--- src/hw/rtl/extent_request_splitter_core_assert.svh ---
// Assertion macros for the extent request splitter.
// Used by modules that carry a clock and a reset signal in scope.
`ifndef EXTENT_REQUEST_SPLITTER_CORE_ASSERT_SVH
`define EXTENT_REQUEST_SPLITTER_CORE_ASSERT_SVH

// same-cycle implication, off during reset
`define ERS_ASSERT_IMP(lbl, ante, cons) \
   lbl: assert property (@(posedge clock) disable iff (reset) (ante) |-> (cons)) \
      else $error("ers: assertion failed");

// next-cycle implication, off during reset
`define ERS_ASSERT_NXT(lbl, ante, cons) \
   lbl: assert property (@(posedge clock) disable iff (reset) (ante) |=> (cons)) \
      else $error("ers: assertion failed");

`endif

--- src/hw/rtl/ers_pkg.sv ---
// Shared constants, codes and types of the extent request splitter.
// No dependencies.
package ers_pkg;

   localparam int MAX_EXTENTS  = 16;
   localparam int SECTOR_BYTES = 512;
   localparam int QUEUE_DEPTH  = 2;

   localparam int IDX_W        = (MAX_EXTENTS > 1) ? $clog2(MAX_EXTENTS) : 1;
   localparam int CNT_W        = $clog2(MAX_EXTENTS + 1);
   localparam int SECTOR_SHIFT = $clog2(SECTOR_BYTES);

   localparam int OPCODE_W   = 1;
   localparam int ENTRY_W    = 4;
   localparam int ADDR_W     = 48;
   localparam int SECTOR_W   = 39;
   localparam int COUNT_W    = 32;
   localparam int STATUS_W   = 2;
   localparam int BYTES_W    = 41;
   localparam int CFG_W      = 5;

   localparam int LOGICAL_W  = SECTOR_W + SECTOR_SHIFT;
   localparam int TOTAL_W    = COUNT_W + SECTOR_SHIFT;
   localparam int STOP_W     = ((LOGICAL_W > ADDR_W) ? LOGICAL_W : ADDR_W) + 1;

   localparam logic [OPCODE_W-1:0] OP_LOAD = 1'b0;
   localparam logic [OPCODE_W-1:0] OP_MAP  = 1'b1;

   localparam logic [STATUS_W-1:0] STATUS_OK     = 2'd0;
   localparam logic [STATUS_W-1:0] STATUS_CLOSED = 2'd1;
   localparam logic [STATUS_W-1:0] STATUS_NODEV  = 2'd2;

   typedef struct packed {
      logic                 is_load;
      logic [ENTRY_W-1:0]   index;
      logic [ADDR_W-1:0]    ext_start;
      logic [ADDR_W-1:0]    ext_end;
      logic [ADDR_W-1:0]    ext_base;
      logic                 ext_open;
      logic [LOGICAL_W-1:0] logical;
      logic [TOTAL_W-1:0]   total;
      logic [STOP_W-1:0]    stop;
      logic                 is_write;
   } queue_entry_type;

   typedef struct packed {
      logic push;
      logic full;
   } queue_push_type;

   typedef struct packed {
      logic valid;
      logic pop;
   } queue_pop_type;

   typedef struct packed {
      logic [STATUS_W-1:0] status;
      logic [ENTRY_W-1:0]  extent_index;
      logic [ADDR_W-1:0]   target_offset;
      logic [BYTES_W-1:0]  segment_bytes;
      logic                segment_is_write;
      logic                last_segment;
   } result_type;

endpackage

--- src/hw/rtl/ers_if.sv ---
// Channel interfaces of the extent request splitter: request, result, csr.
// Depends on ers_pkg.
interface ers_req_if;
   logic                           valid;
   logic                           ready;
   logic [ers_pkg::OPCODE_W-1:0]   opcode;
   logic [ers_pkg::ENTRY_W-1:0]    entry_index;
   logic [ers_pkg::ADDR_W-1:0]     entry_start;
   logic [ers_pkg::ADDR_W-1:0]     entry_end;
   logic [ers_pkg::ADDR_W-1:0]     entry_file_base;
   logic                           entry_open;
   logic [ers_pkg::SECTOR_W-1:0]   start_sector;
   logic [ers_pkg::COUNT_W-1:0]    sector_count;
   logic                           write_request;

   modport source (output valid, opcode, entry_index, entry_start, entry_end,
                   entry_file_base, entry_open, start_sector, sector_count,
                   write_request, input ready);
   modport sink   (input valid, opcode, entry_index, entry_start, entry_end,
                   entry_file_base, entry_open, start_sector, sector_count,
                   write_request, output ready);
endinterface

interface ers_rsp_if;
   logic                           valid;
   logic                           ready;
   logic [ers_pkg::STATUS_W-1:0]   status;
   logic [ers_pkg::ENTRY_W-1:0]    extent_index;
   logic [ers_pkg::ADDR_W-1:0]     target_offset;
   logic [ers_pkg::BYTES_W-1:0]    segment_bytes;
   logic                           segment_is_write;
   logic                           last_segment;

   modport source (output valid, status, extent_index, target_offset, segment_bytes,
                   segment_is_write, last_segment, input ready);
   modport sink   (input valid, status, extent_index, target_offset, segment_bytes,
                   segment_is_write, last_segment, output ready);
endinterface

interface ers_csr_if;
   logic                        valid;
   logic                        ready;
   logic [ers_pkg::CFG_W-1:0]   data;

   modport source (output valid, data, input ready);
   modport sink   (input valid, data, output ready);
endinterface

--- src/hw/rtl/ers_front.sv ---
// Front end: accepts request-channel beats and decodes them into queue entries.
// Depends on ers_pkg and ers_req_if.
module ers_front (
   ers_req_if.sink                 req_chan,
   input  logic                    q_full,
   output ers_pkg::queue_push_type q_push,
   output ers_pkg::queue_entry_type q_entry
);

   logic [ers_pkg::LOGICAL_W-1:0] logical;
   logic [ers_pkg::TOTAL_W-1:0]   total;

   assign req_chan.ready = !q_full;
   assign q_push.push    = req_chan.valid && !q_full;
   assign q_push.full    = q_full;

   // byte range of the request: sector numbers scaled by the sector size
   assign logical = ers_pkg::LOGICAL_W'(req_chan.start_sector) << ers_pkg::SECTOR_SHIFT;
   assign total   = ers_pkg::TOTAL_W'(req_chan.sector_count) << ers_pkg::SECTOR_SHIFT;

   always_comb begin
      q_entry.is_load   = (req_chan.opcode == ers_pkg::OP_LOAD);
      q_entry.index     = req_chan.entry_index;
      q_entry.ext_start = req_chan.entry_start;
      q_entry.ext_end   = req_chan.entry_end;
      q_entry.ext_base  = req_chan.entry_file_base;
      q_entry.ext_open  = req_chan.entry_open;
      q_entry.logical   = logical;
      q_entry.total     = total;
      q_entry.stop      = ers_pkg::STOP_W'(logical) + ers_pkg::STOP_W'(total);
      q_entry.is_write  = req_chan.write_request;
   end

endmodule

--- src/hw/rtl/ers_queue.sv ---
// Short FIFO of decoded items between the front end and the back end.
// Depends on ers_pkg.
module ers_queue (
   input  logic                     clock,
   input  logic                     reset,
   input  ers_pkg::queue_push_type  push_ctl,
   input  ers_pkg::queue_entry_type push_entry,
   output logic                     full,
   input  ers_pkg::queue_pop_type   pop_ctl,
   output logic                     valid,
   output ers_pkg::queue_entry_type pop_entry
);

   localparam int PTR_W = (ers_pkg::QUEUE_DEPTH > 1) ? $clog2(ers_pkg::QUEUE_DEPTH) : 1;
   localparam int FILL_W = $clog2(ers_pkg::QUEUE_DEPTH + 1);

   ers_pkg::queue_entry_type slots_ff [ers_pkg::QUEUE_DEPTH];
   logic [PTR_W-1:0]  wr_ptr_ff, wr_ptr_in;
   logic [PTR_W-1:0]  rd_ptr_ff, rd_ptr_in;
   logic [FILL_W-1:0] fill_ff, fill_in;
   logic              do_push, do_pop;

   assign full      = (fill_ff == FILL_W'(ers_pkg::QUEUE_DEPTH));
   assign valid     = (fill_ff != '0);
   assign pop_entry = slots_ff[rd_ptr_ff];
   assign do_push   = push_ctl.push && !push_ctl.full;
   assign do_pop    = pop_ctl.pop && pop_ctl.valid;

   always_comb begin
      wr_ptr_in = wr_ptr_ff;
      rd_ptr_in = rd_ptr_ff;
      fill_in   = fill_ff;
      if (do_push) begin
         wr_ptr_in = (wr_ptr_ff == PTR_W'(ers_pkg::QUEUE_DEPTH - 1)) ? '0 : wr_ptr_ff + 1'b1;
      end
      if (do_pop) begin
         rd_ptr_in = (rd_ptr_ff == PTR_W'(ers_pkg::QUEUE_DEPTH - 1)) ? '0 : rd_ptr_ff + 1'b1;
      end
      if (do_push && !do_pop) begin
         fill_in = fill_ff + 1'b1;
      end else if (do_pop && !do_push) begin
         fill_in = fill_ff - 1'b1;
      end
   end

   always_ff @(posedge clock) begin
      if (reset) begin
         wr_ptr_ff <= '0;
         rd_ptr_ff <= '0;
         fill_ff   <= '0;
      end else begin
         wr_ptr_ff <= wr_ptr_in;
         rd_ptr_ff <= rd_ptr_in;
         fill_ff   <= fill_in;
      end
   end

   always_ff @(posedge clock) begin
      if (do_push) begin
         slots_ff[wr_ptr_ff] <= push_entry;
      end
   end

endmodule

--- src/hw/rtl/ers_back.sv ---
// Back end: extent table, csr register, search/check/emit sequencer, result register.
// Depends on ers_pkg, ers_rsp_if, ers_csr_if and the assertion macro header.
`include "extent_request_splitter_core_assert.svh"

module ers_back (
   input  logic                     clock,
   input  logic                     reset,
   input  logic                     q_valid,
   input  ers_pkg::queue_entry_type q_entry,
   output ers_pkg::queue_pop_type   q_pop,
   ers_csr_if.sink                  csr_chan,
   ers_rsp_if.source                rsp_chan
);

   localparam logic [2:0] ST_IDLE   = 3'd0;
   localparam logic [2:0] ST_SEARCH = 3'd1;
   localparam logic [2:0] ST_CHECK  = 3'd2;
   localparam logic [2:0] ST_EMIT   = 3'd3;

   localparam int CNT_W  = ers_pkg::CNT_W;
   localparam int IDX_W  = ers_pkg::IDX_W;
   localparam int STOP_W = ers_pkg::STOP_W;

   // extent table; start/end/base have no reset, usable flags do
   logic [ers_pkg::ADDR_W-1:0] tbl_start_ff [ers_pkg::MAX_EXTENTS];
   logic [ers_pkg::ADDR_W-1:0] tbl_end_ff   [ers_pkg::MAX_EXTENTS];
   logic [ers_pkg::ADDR_W-1:0] tbl_base_ff  [ers_pkg::MAX_EXTENTS];
   logic [ers_pkg::MAX_EXTENTS-1:0] tbl_usable_ff;

   logic [ers_pkg::CFG_W-1:0]   cfg_ff;
   logic [2:0]                  state_ff, state_in;
   ers_pkg::queue_entry_type    cur_ff, cur_in;
   logic [CNT_W-1:0]            limit_ff, limit_in;
   logic [CNT_W-1:0]            k_ff, k_in;
   logic [CNT_W-1:0]            first_ff, first_in;
   logic [CNT_W-1:0]            last_ff, last_in;
   logic [ers_pkg::TOTAL_W-1:0] remain_ff, remain_in;

   logic                        rsp_valid_ff;
   ers_pkg::result_type         rsp_ff;
   ers_pkg::result_type         out_next;
   logic                        out_want, out_free, out_load;

   logic                        tbl_we;
   logic [IDX_W-1:0]            kx, wx;
   logic [ers_pkg::ADDR_W-1:0]  rd_start, rd_end, rd_base, off_first;
   logic                        rd_usable, in_range;
   logic [STOP_W-1:0]           end_x, start_x, logical_x, remain_x, avail, count;

   assign csr_chan.ready = 1'b1;

   assign kx        = k_ff[IDX_W-1:0];
   assign wx        = IDX_W'(q_entry.index);
   assign rd_start  = tbl_start_ff[kx];
   assign rd_end    = tbl_end_ff[kx];
   assign rd_base   = tbl_base_ff[kx];
   assign rd_usable = tbl_usable_ff[kx];
   assign in_range  = (k_ff < limit_ff);

   assign end_x     = STOP_W'(rd_end);
   assign start_x   = STOP_W'(rd_start);
   assign logical_x = STOP_W'(cur_ff.logical);
   assign remain_x  = STOP_W'(remain_ff);
   // file offset for the extent holding the start; wraps at 48 bits
   assign off_first = rd_base + ers_pkg::ADDR_W'(cur_ff.logical) - rd_start;

   always_comb begin
      if (k_ff == first_ff) begin
         avail = end_x - logical_x;
      end else if (end_x > start_x) begin
         avail = end_x - start_x;
      end else begin
         avail = '0;
      end
      count = (remain_x < avail) ? remain_x : avail;
   end

   assign out_free = !rsp_valid_ff || rsp_chan.ready;
   assign out_load = out_want && out_free;

   always_comb begin
      state_in  = state_ff;
      cur_in    = cur_ff;
      limit_in  = limit_ff;
      k_in      = k_ff;
      first_in  = first_ff;
      last_in   = last_ff;
      remain_in = remain_ff;
      q_pop     = '{valid: q_valid, pop: 1'b0};
      tbl_we    = 1'b0;
      out_want  = 1'b0;
      out_next  = '{status: ers_pkg::STATUS_OK, extent_index: '0, target_offset: '0,
                    segment_bytes: '0, segment_is_write: cur_ff.is_write,
                    last_segment: 1'b1};
      case (state_ff)
         ST_IDLE: begin
            if (q_valid) begin
               q_pop.pop = 1'b1;
               if (q_entry.is_load) begin
                  tbl_we = (32'(q_entry.index) < 32'(ers_pkg::MAX_EXTENTS));
               end else begin
                  cur_in   = q_entry;
                  limit_in = (32'(cfg_ff) > 32'(ers_pkg::MAX_EXTENTS)) ?
                             CNT_W'(ers_pkg::MAX_EXTENTS) : CNT_W'(cfg_ff);
                  k_in     = '0;
                  state_in = ST_SEARCH;
               end
            end
         end
         ST_SEARCH: begin
            if (!in_range) begin
               out_want        = 1'b1;
               out_next.status = ers_pkg::STATUS_NODEV;
               if (out_free) state_in = ST_IDLE;
            end else if (end_x > logical_x) begin
               if (!rd_usable) begin
                  out_want        = 1'b1;
                  out_next.status = ers_pkg::STATUS_CLOSED;
                  if (out_free) state_in = ST_IDLE;
               end else if (end_x >= cur_ff.stop) begin
                  // whole request inside one extent
                  out_want               = 1'b1;
                  out_next.extent_index  = ers_pkg::ENTRY_W'(k_ff);
                  out_next.target_offset = off_first;
                  out_next.segment_bytes = ers_pkg::BYTES_W'(cur_ff.total);
                  if (out_free) state_in = ST_IDLE;
               end else begin
                  first_in = k_ff;
                  k_in     = k_ff + 1'b1;
                  state_in = ST_CHECK;
               end
            end else begin
               k_in = k_ff + 1'b1;
            end
         end
         ST_CHECK: begin
            if (in_range && start_x < cur_ff.stop) begin
               if (!rd_usable) begin
                  out_want        = 1'b1;
                  out_next.status = ers_pkg::STATUS_CLOSED;
                  if (out_free) state_in = ST_IDLE;
               end else begin
                  k_in = k_ff + 1'b1;
               end
            end else begin
               last_in   = k_ff - 1'b1;
               k_in      = first_ff;
               remain_in = cur_ff.total;
               state_in  = ST_EMIT;
            end
         end
         ST_EMIT: begin
            out_want               = 1'b1;
            out_next.extent_index  = ers_pkg::ENTRY_W'(k_ff);
            out_next.target_offset = (k_ff == first_ff) ? off_first : rd_base;
            out_next.segment_bytes = ers_pkg::BYTES_W'(count);
            out_next.last_segment  = (k_ff == last_ff);
            if (out_free) begin
               remain_in = remain_ff - ers_pkg::TOTAL_W'(count);
               k_in      = k_ff + 1'b1;
               if (k_ff == last_ff) state_in = ST_IDLE;
            end
         end
         default: begin
            state_in = ST_IDLE;
         end
      endcase
   end

   always_ff @(posedge clock) begin
      if (reset) begin
         state_ff      <= ST_IDLE;
         cfg_ff        <= '0;
         tbl_usable_ff <= '0;
         rsp_valid_ff  <= 1'b0;
      end else begin
         state_ff <= state_in;
         if (csr_chan.valid) begin
            cfg_ff <= csr_chan.data;
         end
         if (tbl_we) begin
            tbl_usable_ff[wx] <= q_entry.ext_open;
         end
         if (out_load) begin
            rsp_valid_ff <= 1'b1;
         end else if (rsp_chan.ready) begin
            rsp_valid_ff <= 1'b0;
         end
      end
   end

   always_ff @(posedge clock) begin
      cur_ff    <= cur_in;
      limit_ff  <= limit_in;
      k_ff      <= k_in;
      first_ff  <= first_in;
      last_ff   <= last_in;
      remain_ff <= remain_in;
      if (tbl_we) begin
         tbl_start_ff[wx] <= q_entry.ext_start;
         tbl_end_ff[wx]   <= q_entry.ext_end;
         tbl_base_ff[wx]  <= q_entry.ext_base;
      end
      if (out_load) begin
         rsp_ff <= out_next;
      end
   end

   assign rsp_chan.valid            = rsp_valid_ff;
   assign rsp_chan.status           = rsp_ff.status;
   assign rsp_chan.extent_index     = rsp_ff.extent_index;
   assign rsp_chan.target_offset    = rsp_ff.target_offset;
   assign rsp_chan.segment_bytes    = rsp_ff.segment_bytes;
   assign rsp_chan.segment_is_write = rsp_ff.segment_is_write;
   assign rsp_chan.last_segment     = rsp_ff.last_segment;

   `ERS_ASSERT_IMP(a_pop_only_idle, q_pop.pop, state_ff == ST_IDLE)
   `ERS_ASSERT_IMP(a_error_is_last, rsp_valid_ff && rsp_ff.status != ers_pkg::STATUS_OK, rsp_ff.last_segment)
   `ERS_ASSERT_NXT(a_last_ends_item, out_load && out_next.last_segment, state_ff == ST_IDLE)
   `ERS_ASSERT_IMP(a_emit_in_range, state_ff == ST_EMIT, k_ff <= last_ff && k_ff < limit_ff)

endmodule

--- src/hw/rtl/extent_request_splitter_core.sv ---
// Top level of the extent request splitter: front end, queue, back end.
// Depends on ers_pkg, ers_if, ers_front, ers_queue and ers_back.
//
//  channel   | dir | beat
//  ----------+-----+-------------------------------------------------------
//  req_chan  | in  | load one extent table entry, or map one request
//  rsp_chan  | out | one segment, a closed-extent error or a no-device error
//  csr_chan  | in  | number of table entries in use (5 bits), always ready
//
// A load beat is written to the table as it is dequeued. A request is dequeued, then
// the back end scans entries up to the extent holding the start, checks the open flag
// of each later covered extent, then emits one segment per covered extent.
// The front end keeps taking beats into a two-entry queue while the back end works;
// a full queue drops req_chan.ready, a held rsp_chan stalls the back end in place.
// Synchronous reset clears entry count, open flags, state, queue fill and rsp valid.
module extent_request_splitter_core (
   input logic         clock,
   input logic         reset,
   ers_req_if.sink     req_chan,
   ers_rsp_if.source   rsp_chan,
   ers_csr_if.sink     csr_chan
);

   ers_pkg::queue_push_type  push_ctl;
   ers_pkg::queue_pop_type   pop_ctl;
   ers_pkg::queue_entry_type push_entry;
   ers_pkg::queue_entry_type pop_entry;
   logic                     q_full;
   logic                     q_valid;

   ers_front u_front (
      .req_chan (req_chan),
      .q_full   (q_full),
      .q_push   (push_ctl),
      .q_entry  (push_entry)
   );

   ers_queue u_queue (
      .clock      (clock),
      .reset      (reset),
      .push_ctl   (push_ctl),
      .push_entry (push_entry),
      .full       (q_full),
      .pop_ctl    (pop_ctl),
      .valid      (q_valid),
      .pop_entry  (pop_entry)
   );

   ers_back u_back (
      .clock    (clock),
      .reset    (reset),
      .q_valid  (q_valid),
      .q_entry  (pop_entry),
      .q_pop    (pop_ctl),
      .csr_chan (csr_chan),
      .rsp_chan (rsp_chan)
   );

endmodule
--- src/flat_wrapper.sv ---
// flat-port wrapper written by rule: the top's interface ports become plain ports
module extent_request_splitter_core_flat 
  (clock, reset, req_chan_valid, req_chan_opcode, req_chan_entry_index, req_chan_entry_start, req_chan_entry_end, req_chan_entry_file_base, req_chan_entry_open, req_chan_start_sector, req_chan_sector_count, req_chan_write_request, req_chan_ready, rsp_chan_valid, rsp_chan_status, rsp_chan_extent_index, rsp_chan_target_offset, rsp_chan_segment_bytes, rsp_chan_segment_is_write, rsp_chan_last_segment, rsp_chan_ready, csr_chan_valid, csr_chan_data, csr_chan_ready);
  ers_req_if req_chan_i ();
  ers_rsp_if rsp_chan_i ();
  ers_csr_if csr_chan_i ();
  input logic clock;
  input logic reset;
  input wire logic [$bits(req_chan_i.valid)-1:0] req_chan_valid;
  input wire logic [$bits(req_chan_i.opcode)-1:0] req_chan_opcode;
  input wire logic [$bits(req_chan_i.entry_index)-1:0] req_chan_entry_index;
  input wire logic [$bits(req_chan_i.entry_start)-1:0] req_chan_entry_start;
  input wire logic [$bits(req_chan_i.entry_end)-1:0] req_chan_entry_end;
  input wire logic [$bits(req_chan_i.entry_file_base)-1:0] req_chan_entry_file_base;
  input wire logic [$bits(req_chan_i.entry_open)-1:0] req_chan_entry_open;
  input wire logic [$bits(req_chan_i.start_sector)-1:0] req_chan_start_sector;
  input wire logic [$bits(req_chan_i.sector_count)-1:0] req_chan_sector_count;
  input wire logic [$bits(req_chan_i.write_request)-1:0] req_chan_write_request;
  output wire logic [$bits(req_chan_i.ready)-1:0] req_chan_ready;
  output wire logic [$bits(rsp_chan_i.valid)-1:0] rsp_chan_valid;
  output wire logic [$bits(rsp_chan_i.status)-1:0] rsp_chan_status;
  output wire logic [$bits(rsp_chan_i.extent_index)-1:0] rsp_chan_extent_index;
  output wire logic [$bits(rsp_chan_i.target_offset)-1:0] rsp_chan_target_offset;
  output wire logic [$bits(rsp_chan_i.segment_bytes)-1:0] rsp_chan_segment_bytes;
  output wire logic [$bits(rsp_chan_i.segment_is_write)-1:0] rsp_chan_segment_is_write;
  output wire logic [$bits(rsp_chan_i.last_segment)-1:0] rsp_chan_last_segment;
  input wire logic [$bits(rsp_chan_i.ready)-1:0] rsp_chan_ready;
  input wire logic [$bits(csr_chan_i.valid)-1:0] csr_chan_valid;
  input wire logic [$bits(csr_chan_i.data)-1:0] csr_chan_data;
  output wire logic [$bits(csr_chan_i.ready)-1:0] csr_chan_ready;
  assign req_chan_i.valid = req_chan_valid;
  assign req_chan_i.opcode = req_chan_opcode;
  assign req_chan_i.entry_index = req_chan_entry_index;
  assign req_chan_i.entry_start = req_chan_entry_start;
  assign req_chan_i.entry_end = req_chan_entry_end;
  assign req_chan_i.entry_file_base = req_chan_entry_file_base;
  assign req_chan_i.entry_open = req_chan_entry_open;
  assign req_chan_i.start_sector = req_chan_start_sector;
  assign req_chan_i.sector_count = req_chan_sector_count;
  assign req_chan_i.write_request = req_chan_write_request;
  assign req_chan_ready = req_chan_i.ready;
  assign rsp_chan_valid = rsp_chan_i.valid;
  assign rsp_chan_status = rsp_chan_i.status;
  assign rsp_chan_extent_index = rsp_chan_i.extent_index;
  assign rsp_chan_target_offset = rsp_chan_i.target_offset;
  assign rsp_chan_segment_bytes = rsp_chan_i.segment_bytes;
  assign rsp_chan_segment_is_write = rsp_chan_i.segment_is_write;
  assign rsp_chan_last_segment = rsp_chan_i.last_segment;
  assign rsp_chan_i.ready = rsp_chan_ready;
  assign csr_chan_i.valid = csr_chan_valid;
  assign csr_chan_i.data = csr_chan_data;
  assign csr_chan_ready = csr_chan_i.ready;
  extent_request_splitter_core u_core (.clock(clock), .reset(reset), .req_chan(req_chan_i), .rsp_chan(rsp_chan_i), .csr_chan(csr_chan_i));
endmodule
--- config.mk ---
export PLATFORM = sky130hd
export DESIGN_NAME = extent_request_splitter_core_flat
export DESIGN_NICKNAME = d
export VERILOG_FILES = /design/src/hw/rtl/ers_pkg.sv /design/src/hw/rtl/ers_if.sv /design/src/hw/rtl/ers_front.sv /design/src/hw/rtl/ers_queue.sv /design/src/hw/rtl/ers_back.sv /design/src/hw/rtl/extent_request_splitter_core.sv /design/src/flat_wrapper.sv
export VERILOG_INCLUDE_DIRS = /design/src /design/src/hw/rtl
export SDC_FILE = /design/constraint.sdc
export NUM_CORES = 2
export LEC_CHECK = 0
export ABC_CLOCK_PERIOD_IN_PS = 14000
export BUFFER_PORTS_ARGS = -buffer_cell sky130_fd_sc_hd__buf_4
export CAP_MARGIN = 20
export CORE_AREA = 2 2 618 620
export CTS_CLUSTER_SIZE = 40
export DETAILED_ROUTE_END_ITERATION = 10
export DIE_AREA = 0 0 620 622
export GPL_ROUTABILITY_DRIVEN = 0
export SYNTH_ARGS = -nofsm -noshare
export SYNTH_HDL_FRONTEND = slang
export SYNTH_SLANG_ARGS = --single-unit
--- constraint.sdc ---
create_clock -name clock -period 14 [get_ports clock]
set_input_delay 2.8 -clock clock [delete_from_list [all_inputs] [get_ports clock]]
set_output_delay 2.8 -clock clock [all_outputs]
set_load 0.1 [all_outputs]
==> flow_metrics.tcl <==
set metrics [dict create \
    ir_drop_mv 0.201 \
    worstPathRequired_ps 14690 \
    overflow 0 \
    finalHoldViolCount 0 \
    final_util_pct 40.2 \
    whs_ps 432 \
    setup_tns_ps 0 \
    numPortBuffers 330 \
    synth.distinct_cells 87 \
    start_util_pct 35.0 \
    min_period_ps 12410 \
    drtPass1Iterations 8 \
    cts_tree "yes" \
    clk_pin_slew_ps 70 \
    die_area_um2 386000 \
    hp-class "reg2reg" \
    cts-root-buf "clkbuf_16" \
    grt_pass1_vias 71720 \
    slew_viol_final 0 \
    cpMostUsedCell "ha_1" \
    track_usage_pct 19.6 \
    rows 226 \
    synth_edf_count 3098 \
    cts_resized 0 \
    die_h_um 622 \
    drc 0 \
    tightestPinTransition_ps 1150 \
    hp-start "u_core.u_back.cur_ff[0]" \
    hpwl_mm 251 \
    setup_viol 0 \
    h-tree-depth 5 \
    wl_per_cell_um 29.7 \
    netlist_area_um2 132000 \
    max_freq_mhz 80.6 \
    grt_pass1_wl_mm 539 \
    grt_max_degree 109 \
    worst_path_largest_cell_delay_ps 890 \
    die_w_um 620 \
    nFillCells 33606 \
    clock_latency_ps 970 \
    ys.flop_type "edfxtp_1" \
    nNetsFinal 8284 \
    power.leakage_nw 49.8 \
    cts_sinks 3132 \
    avgSynthCellArea_um2 18.5 \
    clockBufferDepth 4 \
    hold_end "u_core.u_back.rsp_chan.segment_is_write" \
    async_flop_share_pct 0 \
    cts_buffers 329 \
    area_growth_syn_to_layout_pct 15.1 \
    postSynthCellCount 7139 \
    yosysSeqAreaShare_pct 70.9 \
    drv_cap 0 \
    end_kind "register" \
    reg2reg_depth 37 \
    slew_headroom_pct 23.1 \
    crit_arrival_ps 13100 \
    ys_ff_latch 3132 \
    viasPerCell 5.51 \
    vias 71471 \
    post-route-period-util_pct 88.6 \
    cp-start-kind "register" \
    slowest_stage "dfxtp_4" \
    cts_setup_buffers 0 \
    syn_nets 7747 \
    status "finished clean" \
    holdPathStages 0 \
    clock_skew_ps 93.9 \
    layout_commonest_cell "edfxtp_1" \
    yosysWarnings 0 \
    regToRegEndpoint "u_core.u_back.remain_ff[33]" \
    layout_common_cells "edfxtp_1, mux4_2, buf_4, ha_1, clkbuf_16" \
    crit_type "reg2reg" \
    drtAntennaViolNets 0 \
    drt_first_iter_violations 8934 \
    p_per_area_nw_per_um2 230 \
    cp_max_fo 76 \
    io_pins 332 \
    drive_gt1_share_pct 24.8 \
    rsz0062_at_grt "no" \
    worst-r2r-setup-slack_ps 1590 \
    cts_hold_buf 0 \
    totalWireLength_mm 385 \
    core_um2 378000 \
    grt_antenna_before_repair 46 \
]
-- report_power, final --
| part | internal, mW | switching, mW |
|---|---|---|
| clock | 4.86 | 3.68 |
| combinational | 5.38 | 9.32 |
| sequential | 11.5 | 0.240 |
| total | 21.7 | 13.2 |
-- cell usage after synthesis, types with 63 or more instances --
cell      number  share of area [%]
inv_1        222               0.63
nand2_1      251               0.71
clkbuf_1     216               0.61
mux2_2       267                2.3
xnor2_1      122               0.81
a21o_1       101               0.57
edfxtp_1    3098                 70
nor3_1        63               0.24
xor2_1        75               0.50
mux4_2       706                 12
o21ai_0      228               0.86
a21oi_1      291                1.1
nor2_1       289               0.82
ha_1         333                3.2
-- how the worst max path moves through the flow --
| stage | end | startpoint | slack (ps) |
|---|---|---|---|
| 2_1_floorplan | u_core.u_back.remain_ff[33] | register | 890 |
| 3_3_place_gp | u_core.u_back.remain_ff[33] | register | 1870 |
| 3_5_place_dp | u_core.u_back.remain_ff[33] | register | 1830 |
| 4_1_cts | u_core.u_back.remain_ff[33] | register | 1810 |
| 5_1_grt | u_core.u_back.remain_ff[33] | register | 940 |
| 6_report | u_core.u_back.remain_ff[33] | register | 1590 |
-- routing by layer --
layer	routed length [um]	GRT usage [%]	vias to the layer above
met1	158000	26.4	37621
met2	185000	31.8	3193
met3	28000	3.36	640
li1	-	-	30011
met4	14500	7.00	6
met5	39	0	-
-- through the flow --
step	setup slack, ps	area [um^2]	cells	power, mW
finish	1590	152000	12980	34.9
CTS	1810	152000	12959	34.9
floorplan	895	132000	7139	21.7
global placement	1870	142000	12356	26.1
global route	942	152000	12972	36.5
detailed placement	1830	142000	12360	26.3
-- worst max-delay path, delay by kind of cell, from the launching register on --
kind	cells	cell delay, ps
AOI/OAI and AO/OA	22	6410
adders and majority gates	3	1200
buffers and inverters	3	1230
DFF	1	890
muxes	2	1160
and+or+nand+nor	7	1090
-- area by class of cell --
type,count,area [um^2],area share [%]
clock buffer,410,8600,5.65
clock inverter,189,1880,1.24
multi-input combinational,3489,36700,24.1
sequential,3132,93700,61.6
antenna,20,50.0,0.0329
timing repair buffer,501,4120,2.71
tap,5016,6280,4.12
inverter,223,837,0.550
-- state kept, by name, indices dropped and copies added, names as in the netlist, 4 cells and up, named ones only --
name and flops:
u_core.u_back.rsp_chan.target_offset 48, u_core.u_back.rsp_chan.segment_bytes 41, u_core.u_back.cfg_ff 5, u_core.u_back.tbl_start_ff 768
u_core.u_back.k_ff 5, u_core.u_back.first_ff 5, u_core.u_back.last_ff 5, u_core.u_back.remain_ff 41
u_core.u_back.tbl_base_ff 768, u_core.u_back.cur_ff 112, u_core.u_back.limit_ff 5, u_core.u_back.rsp_chan.extent_index 4
u_core.u_back.tbl_usable_ff 16, u_core.u_back.tbl_end_ff 768, u_core.u_queue.slots_ff 524
-- logic make-up (layout without fill, tap and decap cells) --
kind of cell    Yosys count  count (layout)  synth area share (%)
other cells               2              22               0.00568
mux                    1013            1013                  14.6
fa+ha+maj               376             376                  3.80
flops                  3132            3132                  70.9
xor+xnor                197             197                  1.30
compound gates          962             962                  4.59
buf+inv                 518            1323                  1.49
simple gates            939             939                  3.33
Note: power is estimated with default switching activity, not from simulation.
